### config.mk
export PLATFORM = sky130hd
export DESIGN_NAME = nearest_blended_pair_colour_match_unit
export DESIGN_NICKNAME = d
export VERILOG_FILES = /design/src/hw/rtl/nbpcm_pkg.sv /design/src/hw/rtl/nbpcm_ram.sv /design/src/hw/rtl/nbpcm_ctrl.sv /design/src/hw/rtl/nbpcm_dp.sv /design/src/hw/rtl/nearest_blended_pair_colour_match_unit.sv
export SDC_FILE = /design/constraint.sdc
export NUM_CORES = 2
export LEC_CHECK = 0
export ABC_AREA = 1
export BUFFER_PORTS_ARGS = -buffer_cell sky130_fd_sc_hd__buf_2
export CAP_MARGIN = 30
export CELL_PAD_IN_SITES_DETAIL_PLACEMENT = 1
export CELL_PAD_IN_SITES_GLOBAL_PLACEMENT = 1
export CORE_AREA = 3 3 369 371
export DETAILED_ROUTE_END_ITERATION = 8
export DIE_AREA = 0 0 372 374
export PLACE_DENSITY = 0.74
export SLEW_MARGIN = 20
export SYNTH_ARGS = -nofsm -noshare
export SYNTH_HDL_FRONTEND = slang
export SYNTH_HIERARCHICAL = 1
export SYNTH_SLANG_ARGS = --single-unit
### constraint.sdc
create_clock -name clk -period 6.2 [get_ports clk]
set_input_delay 1.24 -clock clk [delete_from_list [all_inputs] [get_ports clk]]
set_output_delay 1.24 -clock clk [all_outputs]
set_load 0.02 [all_outputs]
### src/hw/rtl/nbpcm_pkg.sv
package nbpcm_pkg;

	localparam int MAX_ENTRIES = 16;
	localparam int IDX_W       = 4;
	localparam int CNT_W       = IDX_W + 1;
	localparam int CHAN_W      = 8;
	localparam int COLOUR_W    = 3 * CHAN_W;
	localparam int LIMIT_W     = 18;
	localparam int ENTRIES_W   = 5;
	localparam int METRIC_W    = 20;
	localparam int SQ_W        = 2 * CHAN_W;
	localparam int PROD_W      = 26;
	localparam int TERM_W      = PROD_W - 8;

	localparam logic [9:0] RED_BASE  = 10'd512;
	localparam logic [9:0] BLUE_BASE = 10'd767;

	localparam logic [LIMIT_W-1:0]   PAIR_LIMIT_RST = 18'd14400;
	localparam logic [ENTRIES_W-1:0] ENTRIES_RST    = 5'd15;

	localparam logic REG_PAIR_LIMIT = 1'b0;
	localparam logic REG_ENTRIES    = 1'b1;

	localparam logic FUNC_LOAD  = 1'b0;
	localparam logic FUNC_MATCH = 1'b1;

	typedef struct packed {
		logic             start;
		logic             wr_en;
		logic             issue;
		logic             load_out;
		logic [IDX_W-1:0] rd_x;
		logic [IDX_W-1:0] rd_y;
	} cmd_t;

	typedef struct packed {
		logic busy;
	} status_t;

endpackage

### src/hw/rtl/nbpcm_ram.sv
module nbpcm_ram #(
	parameter int WIDTH = 8,
	parameter int DEPTH = 16,
	localparam int AW = $clog2(DEPTH)
) (
	input  logic             clk,
	input  logic             we,
	input  logic [AW-1:0]    waddr,
	input  logic [WIDTH-1:0] wdata,
	input  logic [AW-1:0]    raddr_a,
	input  logic [AW-1:0]    raddr_b,
	output logic [WIDTH-1:0] rdata_a,
	output logic [WIDTH-1:0] rdata_b
);

	logic [WIDTH-1:0] mem_q [DEPTH];

	always_ff @(posedge clk) begin
		if (we) begin
			mem_q[waddr] <= wdata;
		end
		rdata_a <= mem_q[raddr_a];
		rdata_b <= mem_q[raddr_b];
	end

endmodule

### src/hw/rtl/nbpcm_ctrl.sv
module nbpcm_ctrl (
	input  logic                              clk,
	input  logic                              arst_n,
	input  logic                              in_valid,
	output logic                              in_ready,
	input  logic                              func,
	input  logic [nbpcm_pkg::IDX_W-1:0]       entry_index,
	output logic                              out_valid,
	input  logic                              out_ready,
	input  logic [nbpcm_pkg::ENTRIES_W-1:0]   entries_in_use,
	input  nbpcm_pkg::status_t                status,
	output nbpcm_pkg::cmd_t                   cmd
);

	typedef enum logic [1:0] {
		ST_IDLE,
		ST_RUN,
		ST_DRAIN,
		ST_DONE
	} state_t;

	state_t                           state_q;
	logic [nbpcm_pkg::IDX_W-1:0]      x_q;
	logic [nbpcm_pkg::IDX_W-1:0]      y_q;
	logic [nbpcm_pkg::CNT_W-1:0]      last_q;
	logic                             out_valid_q;
	logic                             accept;
	logic                             last_pair;
	logic                             out_free;
	logic [nbpcm_pkg::CNT_W-1:0]      n_sat;
	logic                             idx_ok;

	assign in_ready  = (state_q == ST_IDLE);
	assign accept    = in_valid && in_ready;
	assign out_valid = out_valid_q;
	assign out_free  = !out_valid_q || out_ready;
	assign last_pair = ({1'b0, x_q} == last_q) && ({1'b0, y_q} == last_q);
	assign idx_ok    = {1'b0, entry_index} < nbpcm_pkg::CNT_W'(nbpcm_pkg::MAX_ENTRIES);

	always_comb begin
		if (nbpcm_pkg::CNT_W'(entries_in_use) > nbpcm_pkg::CNT_W'(nbpcm_pkg::MAX_ENTRIES)) begin
			n_sat = nbpcm_pkg::CNT_W'(nbpcm_pkg::MAX_ENTRIES);
		end else begin
			n_sat = nbpcm_pkg::CNT_W'(entries_in_use);
		end
	end

	always_comb begin
		cmd          = '0;
		cmd.rd_x     = x_q;
		cmd.rd_y     = y_q;
		cmd.wr_en    = accept && (func == nbpcm_pkg::FUNC_LOAD) && idx_ok;
		cmd.start    = accept && (func == nbpcm_pkg::FUNC_MATCH);
		cmd.issue    = (state_q == ST_RUN);
		cmd.load_out = (state_q == ST_DONE) && out_free;
	end

	always_ff @(posedge clk or negedge arst_n) begin
		if (!arst_n) begin
			state_q     <= ST_IDLE;
			x_q         <= '0;
			y_q         <= '0;
			last_q      <= '0;
			out_valid_q <= 1'b0;
		end else begin
			if (cmd.load_out) begin
				out_valid_q <= 1'b1;
			end else if (out_ready) begin
				out_valid_q <= 1'b0;
			end
			case (state_q)
				ST_IDLE: begin
					if (accept && (func == nbpcm_pkg::FUNC_MATCH)) begin
						x_q    <= '0;
						y_q    <= '0;
						last_q <= n_sat - 1'b1;
						// nothing to visit with no entries in use
						state_q <= (n_sat == '0) ? ST_DRAIN : ST_RUN;
					end
				end
				ST_RUN: begin
					if (last_pair) begin
						state_q <= ST_DRAIN;
					end else if ({1'b0, y_q} == last_q) begin
						y_q <= '0;
						x_q <= x_q + 1'b1;
					end else begin
						y_q <= y_q + 1'b1;
					end
				end
				ST_DRAIN: begin
					if (!status.busy) begin
						state_q <= ST_DONE;
					end
				end
				ST_DONE: begin
					if (out_free) begin
						state_q <= ST_IDLE;
					end
				end
				default: begin
					state_q <= ST_IDLE;
				end
			endcase
		end
	end

endmodule

### src/hw/rtl/nbpcm_dp.sv
module nbpcm_dp (
	input  logic                              clk,
	input  logic                              arst_n,
	input  nbpcm_pkg::cmd_t                   cmd,
	output nbpcm_pkg::status_t                status,
	input  logic [nbpcm_pkg::IDX_W-1:0]       entry_index,
	input  logic [nbpcm_pkg::CHAN_W-1:0]      red,
	input  logic [nbpcm_pkg::CHAN_W-1:0]      green,
	input  logic [nbpcm_pkg::CHAN_W-1:0]      blue,
	input  logic [nbpcm_pkg::LIMIT_W-1:0]     pair_limit_sq,
	output logic [nbpcm_pkg::IDX_W-1:0]       best_first,
	output logic [nbpcm_pkg::IDX_W-1:0]       best_second,
	output logic [nbpcm_pkg::METRIC_W-1:0]    best_metric,
	output logic                              found
);

	localparam int CW = nbpcm_pkg::CHAN_W;
	localparam int IW = nbpcm_pkg::IDX_W;
	localparam int SW = nbpcm_pkg::SQ_W;
	localparam int TW = nbpcm_pkg::TERM_W;
	localparam int MW = nbpcm_pkg::METRIC_W;

	logic [nbpcm_pkg::COLOUR_W-1:0] c1;
	logic [nbpcm_pkg::COLOUR_W-1:0] c2;

	logic [CW-1:0] tgt_r_q, tgt_g_q, tgt_b_q;

	// stage 1: table read data
	logic          v_s1;
	logic [IW-1:0] x_s1, y_s1;

	// stage 2: absolute differences and red mean
	logic          v_s2;
	logic [IW-1:0] x_s2, y_s2;
	logic [CW-1:0] pdr_s2, pdg_s2, pdb_s2;
	logic [CW-1:0] dr_s2, dg_s2, db_s2;
	logic [CW-1:0] rmean_s2;

	// stage 3: squares of kept pairs
	logic          v_s3;
	logic [IW-1:0] x_s3, y_s3;
	logic [SW-1:0] drsq_s3, dgsq_s3, dbsq_s3;
	logic [CW-1:0] rmean_s3;

	// stage 4: weighted terms
	logic          v_s4;
	logic [IW-1:0] x_s4, y_s4;
	logic [TW-1:0] tr_s4, tg_s4, tb_s4;

	logic          found_q;
	logic [MW-1:0] best_q;
	logic [IW-1:0] bf_q, bs_q;

	logic [IW-1:0] res_first_q, res_second_q;
	logic [MW-1:0] res_metric_q;
	logic          res_found_q;

	function automatic logic [CW-1:0] absdiff(input logic [CW-1:0] a, input logic [CW-1:0] b);
		absdiff = (a > b) ? (a - b) : (b - a);
	endfunction

	function automatic logic [CW-1:0] avg(input logic [CW-1:0] a, input logic [CW-1:0] b);
		logic [CW:0] s;
		s   = {1'b0, a} + {1'b0, b};
		avg = s[CW:1];
	endfunction

	nbpcm_ram #(
		.WIDTH(nbpcm_pkg::COLOUR_W),
		.DEPTH(nbpcm_pkg::MAX_ENTRIES)
	) u_table (
		.clk     (clk),
		.we      (cmd.wr_en),
		.waddr   (entry_index),
		.wdata   ({red, green, blue}),
		.raddr_a (cmd.rd_x),
		.raddr_b (cmd.rd_y),
		.rdata_a (c1),
		.rdata_b (c2)
	);

	logic [CW-1:0] bl_r, bl_g, bl_b;
	assign bl_r = avg(c1[3*CW-1:2*CW], c2[3*CW-1:2*CW]);
	assign bl_g = avg(c1[2*CW-1:CW],   c2[2*CW-1:CW]);
	assign bl_b = avg(c1[CW-1:0],      c2[CW-1:0]);

	logic [SW-1:0]                    pr_sq, pg_sq, pb_sq;
	logic [nbpcm_pkg::LIMIT_W-1:0]    pd;
	assign pr_sq = pdr_s2 * pdr_s2;
	assign pg_sq = pdg_s2 * pdg_s2;
	assign pb_sq = pdb_s2 * pdb_s2;
	assign pd    = nbpcm_pkg::LIMIT_W'(pr_sq) + nbpcm_pkg::LIMIT_W'(pg_sq)
		+ nbpcm_pkg::LIMIT_W'(pb_sq);

	logic [nbpcm_pkg::PROD_W-1:0] prod_r, prod_b;
	assign prod_r = (nbpcm_pkg::RED_BASE + 10'(rmean_s3)) * drsq_s3;
	assign prod_b = (nbpcm_pkg::BLUE_BASE - 10'(rmean_s3)) * dbsq_s3;

	logic [MW-1:0] metric;
	assign metric = MW'(tr_s4) + MW'(tg_s4) + MW'(tb_s4);

	assign status.busy = v_s1 || v_s2 || v_s3 || v_s4;

	always_ff @(posedge clk or negedge arst_n) begin
		if (!arst_n) begin
			v_s1    <= 1'b0;
			v_s2    <= 1'b0;
			v_s3    <= 1'b0;
			v_s4    <= 1'b0;
			found_q <= 1'b0;
		end else begin
			v_s1 <= cmd.issue;
			v_s2 <= v_s1;
			v_s3 <= v_s2 && (pd <= pair_limit_sq);
			v_s4 <= v_s3;
			if (cmd.start) begin
				found_q <= 1'b0;
			end else if (v_s4 && (!found_q || metric < best_q)) begin
				found_q <= 1'b1;
			end
		end
	end

	always_ff @(posedge clk) begin
		if (cmd.start) begin
			tgt_r_q <= red;
			tgt_g_q <= green;
			tgt_b_q <= blue;
			best_q  <= '0;
			bf_q    <= '0;
			bs_q    <= '0;
		end else if (v_s4 && (!found_q || metric < best_q)) begin
			best_q <= metric;
			bf_q   <= x_s4;
			bs_q   <= y_s4;
		end

		x_s1 <= cmd.rd_x;
		y_s1 <= cmd.rd_y;

		x_s2     <= x_s1;
		y_s2     <= y_s1;
		pdr_s2   <= absdiff(c1[3*CW-1:2*CW], c2[3*CW-1:2*CW]);
		pdg_s2   <= absdiff(c1[2*CW-1:CW],   c2[2*CW-1:CW]);
		pdb_s2   <= absdiff(c1[CW-1:0],      c2[CW-1:0]);
		dr_s2    <= absdiff(bl_r, tgt_r_q);
		dg_s2    <= absdiff(bl_g, tgt_g_q);
		db_s2    <= absdiff(bl_b, tgt_b_q);
		rmean_s2 <= avg(bl_r, tgt_r_q);

		x_s3     <= x_s2;
		y_s3     <= y_s2;
		drsq_s3  <= dr_s2 * dr_s2;
		dgsq_s3  <= dg_s2 * dg_s2;
		dbsq_s3  <= db_s2 * db_s2;
		rmean_s3 <= rmean_s2;

		x_s4  <= x_s3;
		y_s4  <= y_s3;
		tr_s4 <= prod_r[nbpcm_pkg::PROD_W-1:8];
		tg_s4 <= {dgsq_s3, 2'b00};
		tb_s4 <= prod_b[nbpcm_pkg::PROD_W-1:8];

		if (cmd.load_out) begin
			res_first_q  <= bf_q;
			res_second_q <= bs_q;
			res_metric_q <= best_q;
			res_found_q  <= found_q;
		end
	end

	assign best_first  = res_first_q;
	assign best_second = res_second_q;
	assign best_metric = res_metric_q;
	assign found       = res_found_q;

endmodule

### src/hw/rtl/nearest_blended_pair_colour_match_unit.sv
// Load request: taken while idle, no result; n = entries in use, at most 16.
// Match request: visits all n*n ordered pairs, one pair per cycle, then drains the pipeline;
// with no entries in use it goes straight to draining and reports no pair found.
// One match is in flight at a time; the next request is taken once the result is registered,
// which waits while the previous result is held back by out_ready.
// Reset sets pair_limit_sq to 14400 and entries_in_use to 15; the colour table has no reset.
module nearest_blended_pair_colour_match_unit (
	input  logic                              clk,
	input  logic                              arst_n,
	input  logic                              psel,
	input  logic                              penable,
	input  logic                              pwrite,
	input  logic [2:0]                        paddr,
	input  logic [31:0]                       pwdata,
	output logic [31:0]                       prdata,
	output logic                              pready,
	input  logic                              in_valid,
	output logic                              in_ready,
	input  logic                              func,
	input  logic [nbpcm_pkg::IDX_W-1:0]       entry_index,
	input  logic [nbpcm_pkg::CHAN_W-1:0]      red,
	input  logic [nbpcm_pkg::CHAN_W-1:0]      green,
	input  logic [nbpcm_pkg::CHAN_W-1:0]      blue,
	output logic                              out_valid,
	input  logic                              out_ready,
	output logic [nbpcm_pkg::IDX_W-1:0]       best_first,
	output logic [nbpcm_pkg::IDX_W-1:0]       best_second,
	output logic [nbpcm_pkg::METRIC_W-1:0]    best_metric,
	output logic                              found
);

	logic [nbpcm_pkg::LIMIT_W-1:0]   pair_limit_q;
	logic [nbpcm_pkg::ENTRIES_W-1:0] entries_q;
	logic                            cfg_wr;
	nbpcm_pkg::cmd_t                 cmd;
	nbpcm_pkg::status_t              status;

	assign pready = 1'b1;
	assign cfg_wr = psel && penable && pwrite && pready;

	always_ff @(posedge clk or negedge arst_n) begin
		if (!arst_n) begin
			pair_limit_q <= nbpcm_pkg::PAIR_LIMIT_RST;
			entries_q    <= nbpcm_pkg::ENTRIES_RST;
		end else if (cfg_wr) begin
			case (paddr[2])
				nbpcm_pkg::REG_PAIR_LIMIT: pair_limit_q <= pwdata[nbpcm_pkg::LIMIT_W-1:0];
				nbpcm_pkg::REG_ENTRIES:    entries_q    <= pwdata[nbpcm_pkg::ENTRIES_W-1:0];
				default: begin
				end
			endcase
		end
	end

	always_comb begin
		case (paddr[2])
			nbpcm_pkg::REG_PAIR_LIMIT: prdata = 32'(pair_limit_q);
			nbpcm_pkg::REG_ENTRIES:    prdata = 32'(entries_q);
			default:                   prdata = '0;
		endcase
	end

	nbpcm_ctrl u_ctrl (
		.clk            (clk),
		.arst_n         (arst_n),
		.in_valid       (in_valid),
		.in_ready       (in_ready),
		.func           (func),
		.entry_index    (entry_index),
		.out_valid      (out_valid),
		.out_ready      (out_ready),
		.entries_in_use (entries_q),
		.status         (status),
		.cmd            (cmd)
	);

	nbpcm_dp u_dp (
		.clk           (clk),
		.arst_n        (arst_n),
		.cmd           (cmd),
		.status        (status),
		.entry_index   (entry_index),
		.red           (red),
		.green         (green),
		.blue          (blue),
		.pair_limit_sq (pair_limit_q),
		.best_first    (best_first),
		.best_second   (best_second),
		.best_metric   (best_metric),
		.found         (found)
	);

endmodule

Yosys cells after proc, flatten, opt, wreduce, memory -nomap -nowiden
Memory sizes are Yosys's and may differ from the RTL's. A register that Yosys moved wholly into a read port is not among the register bits.
Index checks and enable logic that the tools add are counted.
Storage, ports and cells
  memory bits (writable): 384
  flip-flop bits (word level): 321
  memories: 1
Operators by class
  bitwise gates (word level): 2
  mux-type cells: 27
  $lt $le $gt $ge: 9
  multiply operators: 8
  reductions and logical operators: 27
  add/subtract/negate cells: 25
  eq/ne operators: 11
Memory list
  u_dp.u_table.mem_q: depth 16, bits a word 24, read ports 2, clocked after memory_dff 2, write ports 1, RTL line nbpcm_ram.sv:16  | logic [WIDTH-1:0] mem_q [DEPTH];
Operator list (number)
  8-bit by 8-bit multiplier with 16-bit output: 6
  8-bit subtractor: 12
  32-bit one-hot mux with 2 select lines: 1
  26-bit by 16-bit multiplier with 26-bit output: 2
  8-bit > comparator: 6
  8-bit 2-to-1 mux: 6
  8-bit by 8-bit adder with 9-bit output: 4
  20-bit by 18-bit adder with 20-bit output: 1
  20-bit less-than comparator: 1
  4-bit 2-to-1 mux: 5
  18-bit by 18-bit adder with 19-bit output: 1
  18-bit by 16-bit adder with 18-bit output: 1
  18-bit less-or-equal comparator: 1
  16-bit by 16-bit adder with 17-bit output: 1
  4-bit one-hot mux with 2 select lines: 2
  10-bit by 8-bit adder with 11-bit output, first input constant: 1
  10-bit by 8-bit subtractor with 11-bit output, first input constant: 1
  4-bit by 5-bit == test with 1-bit output: 2
  2-bit 2-to-1 mux: 5
  2-bit inequality test, second input constant: 5
  1-bit logical AND: 9
  4-bit by 1-bit adder with 4-bit output, second input constant: 2
  2-bit one-hot mux with 4 select lines: 1
  4-bit AND reduction: 2
  15 further kinds: 31

Logic depth before layout (Yosys ltp)
  depth after elaboration: 7
  gate-level depth with buffers: 32

Modules after synthesis
Netlist, hierarchy kept.
Modules (own cells, without submodules)
  nbpcm_dp: instances 1, seq. area each 6120.9 sq um, cells each 4301, area each 34610.7 sq um
  nbpcm_ram: instances 1, seq. area each 12492.0 sq um, cells each 2495, area each 21256.6 sq um
  nearest_blended_pair_colour_match_unit: instances 1, seq. area each 585.6 sq um, cells each 164, area each 1278.7 sq um
  nbpcm_ctrl: instances 1, seq. area each 400.4 sq um, cells each 170, area each 1257.5 sq um

Least setup slack after synthesis
OpenSTA, ideal clock, no wires.
  path type: register to register
  from: register u_dp.pdr_s2[5]
  to: register u_dp.v_s3
  slack: -325 ps
  path buffers: 1
  required time: 6073 ps
  period minus slack after synthesis: 6525 ps
  stages on the path, launching flop included: 28
  arrival: 6399 ps
  cell sequence: dfxtp_1 -> clkbuf_1 -> nand2_1 -> fa_1 -> inv_1 -> fa_1 -> inv_1 -> fa_1 -> inv_1 -> fa_1 -> fa_1 -> fa_1 -> inv_1 -> fa_1 -> inv_1 -> ha_1 -> a21oi_1 -> nand2_1 -> a21oi_1 -> nand3b_1 -> nand3_1 -> xnor2_1 -> ha_1 -> nand4_1 -> nor2_1 -> o2111ai_1 -> nand3_1 -> a21boi_0
On the way
  longest elaborated chain between the ends: 5
RTL lines
  start: declaration: RTL line nbpcm_dp.sv:35  | logic [CW-1:0] pdr_s2, pdg_s2, pdb_s2;
  start signal: assignment: RTL line nbpcm_dp.sv:143  | pdr_s2 <= absdiff(c1[3*CW-1:2*CW], c2[3*CW-1:2*CW]);
  8-bit by 8-bit multiplier with 16-bit output: RTL line nbpcm_dp.sv:89  | assign pr_sq = pdr_s2 * pdr_s2;
  16-bit by 16-bit adder with 17-bit output: RTL line nbpcm_dp.sv:92  | assign pd = nbpcm_pkg::LIMIT_W'(pr_sq) + nbpcm_pkg::LIMIT_W'(pg_sq)
  18-bit by 16-bit adder with 18-bit output: RTL line nbpcm_dp.sv:93  | + nbpcm_pkg::LIMIT_W'(pb_sq);
  18-bit less-or-equal comparator: RTL line nbpcm_dp.sv:114  | v_s3 <= v_s2 && (pd <= pair_limit_sq);
  1-bit logical AND: RTL line nbpcm_dp.sv:114
  end signal: assignment: RTL line nbpcm_dp.sv:114
  end: declaration: RTL line nbpcm_dp.sv:40  | logic v_s3;
No other way between the ends.
A chain may end at the register's enable or synchronous reset.

Worst setup path after layout
  from: register u_dp.pdr_s2[0]
  to: register u_dp.v_s3
Same word-level chain as after synthesis.

==> impl_metrics.py <==
metrics = {
    "routing": {
        "drc_errors": 0,
        "highest_layer": "met5",
        "drt-pass1-iter-count": 5,
        "dr_wl_met3_um": 7460,
        "drt_iter0_drc": 2450,
        "wl_met2_um": 87600,
        "drt_wl_total_um": 174000,
        "via_per_inst": 5.21,
        "dr_total_vias": 47012,
        "wire_per_inst_um": 19.3,
        "ant_nets": 0,
        "wl_met1_um": 73000,
    },
    "global_route": {
        "grt_start_max_net_pins": 197,
        "grt_antenna_before_repair": 11,
        "grt_overflow": 0,
        "grt_pass1_vias": 52344,
        "grt_pass1_wl_um": 280000,
        "grt_use_total": 0.253,
    },
    "yosys": {
        "ys_async_sr_fraction": 0.0587,
        "synth_top_area_cell": "edfxtp_1",
        "ys_ff_latch": 749,
        "syn_inst": 7130,
        "yosysMostFrequentCell": "nand2_1",
        "synth_area_mm2": 0.0584,
        "ys_top_cells_by_area": "edfxtp_1 22%, fa_1 15%, nand2_1 12%",
        "yosys_warnings": 6,
        "ys_top_cells_by_count": "1835 x nand2_1, 1487 x inv_1, 790 x nand3_1",
        "ys_seq_area_frac": 0.336,
        "synth_cell_types": 63,
        "synth_top_area_share": 0.225,
        "synth-edff-count": 437,
        "synthFlopType": "edfxtp_1",
        "avgSynthCellArea_um2": 8.19,
    },
    "sta": {
        "grt_setup_unrepaired": "true",
        "worst_pin_slew_ns": 1.17,
        "worst_slack_ns": -0.131,
        "fmax_ghz": 0.158,
        "min_period_ns": 6.33,
        "hold_viol": 0,
        "maxSlewViolCount": 0,
        "final-setup-viol-count": 1,
        "finalClockSkew_ns": 0.0532,
        "min_period_over_period": 1.02,
        "maxSlewHeadroom": 0.221,
    },
    "worst_setup_path": {
        "critPathBufInv": 6,
        "end_kind": "register",
        "crit_fanout": 4,
        "cpPeakStageDelay_ns": 0.53,
        "startpoint_type": "register",
        "rrSetupSlack_ns": -0.13,
        "path_common_cell": "fa_1",
        "slowest_stage": "fa_1",
        "crit_arrival_ns": 6.97,
        "rr_worst_depth": 26,
        "reg2reg_from": "u_dp/pdr_s2[0]$_DFF_P_",
        "required_ns": 6.84,
        "path_class": "register to register",
        "regToRegEndpoint": "u_dp/v_s3$_DFF_PN0_",
        "crit_family": "adder cells",
    },
    "finish": {
        "filler_cell_count": 16008,
        "area_growth_syn_to_layout_pct": 9.92,
        "multi_input_comb_area_mm2": 0.0320,
        "drive_gt1_frac": 0.0769,
        "regArea_mm2": 0.0197,
        "fin_util": 0.482,
        "final_nets": 8166,
    },
    "worst_hold_path": {
        "hp-start": "u_dp/rmean_s2[4]$_DFF_P_",
        "whs_path_depth": 0,
        "hp-class": "register to register",
        "min_to": "u_dp/rmean_s3[4]$_DFF_P_",
    },
    "clocking": {
        "h-tree-depth": 3,
        "cts_sinks": 749,
        "cts_tree": "done",
        "clk_pin_slew_worst_paths_ns": 0.06,
        "cts_buffer_depth": 3,
        "clk_latency_ns": 0.71,
        "cts_buffers": 85,
        "cts.hold.buffers_added": 0,
        "clock-root-buffer": "clkbuf_16",
    },
    "floorplan": {
        "core_area_mm2": 0.133,
        "row_count": 134,
        "start_util": 0.438,
        "pin_count": 135,
        "die_w_um": 372,
        "die-area_mm2": 0.139,
        "die-height_um": 374,
    },
    "place": {
        "gp_congestion": 0.854,
        "dp_hpwl_um": 122000,
        "io_buffer_count": 103,
    },
    "run_status": {
        "status": "finished with violations",
        "violations": "negative setup slack",
    },
    "run": {
        "cap_violations": 0,
    },
}
[stage by stage]
step	worst slack, ns	hold slack (ns)	setup TNS, ns	std cells	cell area, um2
floorplan	0.00255	0.310	0	7154	58600
global placement	-0.343	0.310	-0.343	8853	60900
detailed placement	-0.458	0.313	-0.458	8855	60900
CTS	-0.117	0.326	-0.117	9018	64100
global route	-0.434	0.326	-0.434	9022	64200
finish	-0.131	0.323	-0.131	9024	64200
[cell families after synthesis]
kind of cell             synth area share
AO/OA/AOI/OAI                      0.0436
buffers and inverters               0.123
other                            0.000257
AND/OR/NAND/NOR                     0.218
flip-flops                          0.336
XOR/XNOR                           0.0288
adder cells (fa/ha/maj)             0.250
[area by class of cell]
| cell class | instances | share of cell area |
|---|---|---|
| multi-input combinational | 4595 | 0.499 |
| sequential | 749 | 0.306 |
| inverter | 1509 | 0.0886 |
| clock buffer | 118 | 0.0381 |
| tap | 1768 | 0.0345 |
| timing repair buffer | 242 | 0.0263 |
| clock inverter | 41 | 0.00709 |
| antenna | 2 | 0.0000780 |
[how the worst max path moves through the flow]
stage	from	endpoint	slack [ns]	depth (start not counted)
2_1_floorplan	u_dp/pdb_s2[2]$_DFF_P_	u_dp/v_s3$_DFF_PN0_	0.003	26
3_3_place_gp	u_dp/pdr_s2[1]$_DFF_P_	u_dp/v_s3$_DFF_PN0_	-0.34	26
3_5_place_dp	u_dp/pdb_s2[5]$_DFF_P_	u_dp/v_s3$_DFF_PN0_	-0.46	25
4_1_cts	u_dp/pdr_s2[6]$_DFF_P_	u_dp/v_s3$_DFF_PN0_	-0.12	24
5_1_grt	u_dp/pdr_s2[6]$_DFF_P_	u_dp/v_s3$_DFF_PN0_	-0.43	26
6_report	u_dp/pdr_s2[0]$_DFF_P_	u_dp/v_s3$_DFF_PN0_	-0.13	26
[cell usage in the layout, fill, tap and decap left out, drive strengths merged, types with 134 or more instances in the layout]
cell    count
nand3     795
nor2      282
xor2      134
nand2    1854
buf       242
a21oi     227
edfxtp    437
inv      1509
dfxtp     268
fa        427
ha        486
[timing repair]
action	4_1_cts	5_1_grt
cloned	0	0
endpoints found under the setup margin	1	1
pin swaps	55	7
setup buffers	4	0
gates resized for setup	66	15
[state kept, by name, summed over array words and instances, names as in the netlist, 18 cells and up]
signal	cells
u_dp/u_table/rdata_b	24
u_dp/tr_s4	18
pair_limit_q	18
u_dp/best_q	20
u_dp/u_table/rdata_a	24
u_dp/best_metric	20
u_dp/tb_s4	18
u_dp/u_table/mem_q	384
[metal layers]
metal | track usage | vias to the layer above
met5 | 0 | -
met4 | 0.0872 | 10
met3 | 0.0315 | 367
met2 | 0.451 | 1040
met1 | 0.314 | 23505
li1 | - | 22090
[worst register-to-register path: stages, from the launching register on]
cell	delay (ns)
dfxtp_4	0.38
nand2_2	0.08
fa_1	0.53
inv_1	0.05
fa_1	0.52
inv_1	0.05
fa_1	0.47
inv_1	0.05
fa_1	0.52
fa_1	0.46
fa_1	0.50
inv_1	0.05
fa_1	0.49
inv_2	0.05
ha_4	0.22
a21oi_2	0.14
nand2_2	0.10
a21oi_4	0.21
nand3b_1	0.16
nand3_2	0.09
xnor2_2	0.14
ha_1	0.32
nand4_1	0.20
buf_4	0.19
nor2_1	0.08
nand3_1	0.08
a21boi_1	0.12
Power is not shown: default switching activity piles up to over one toggle a cycle in this logic, so the estimate is an artifact.
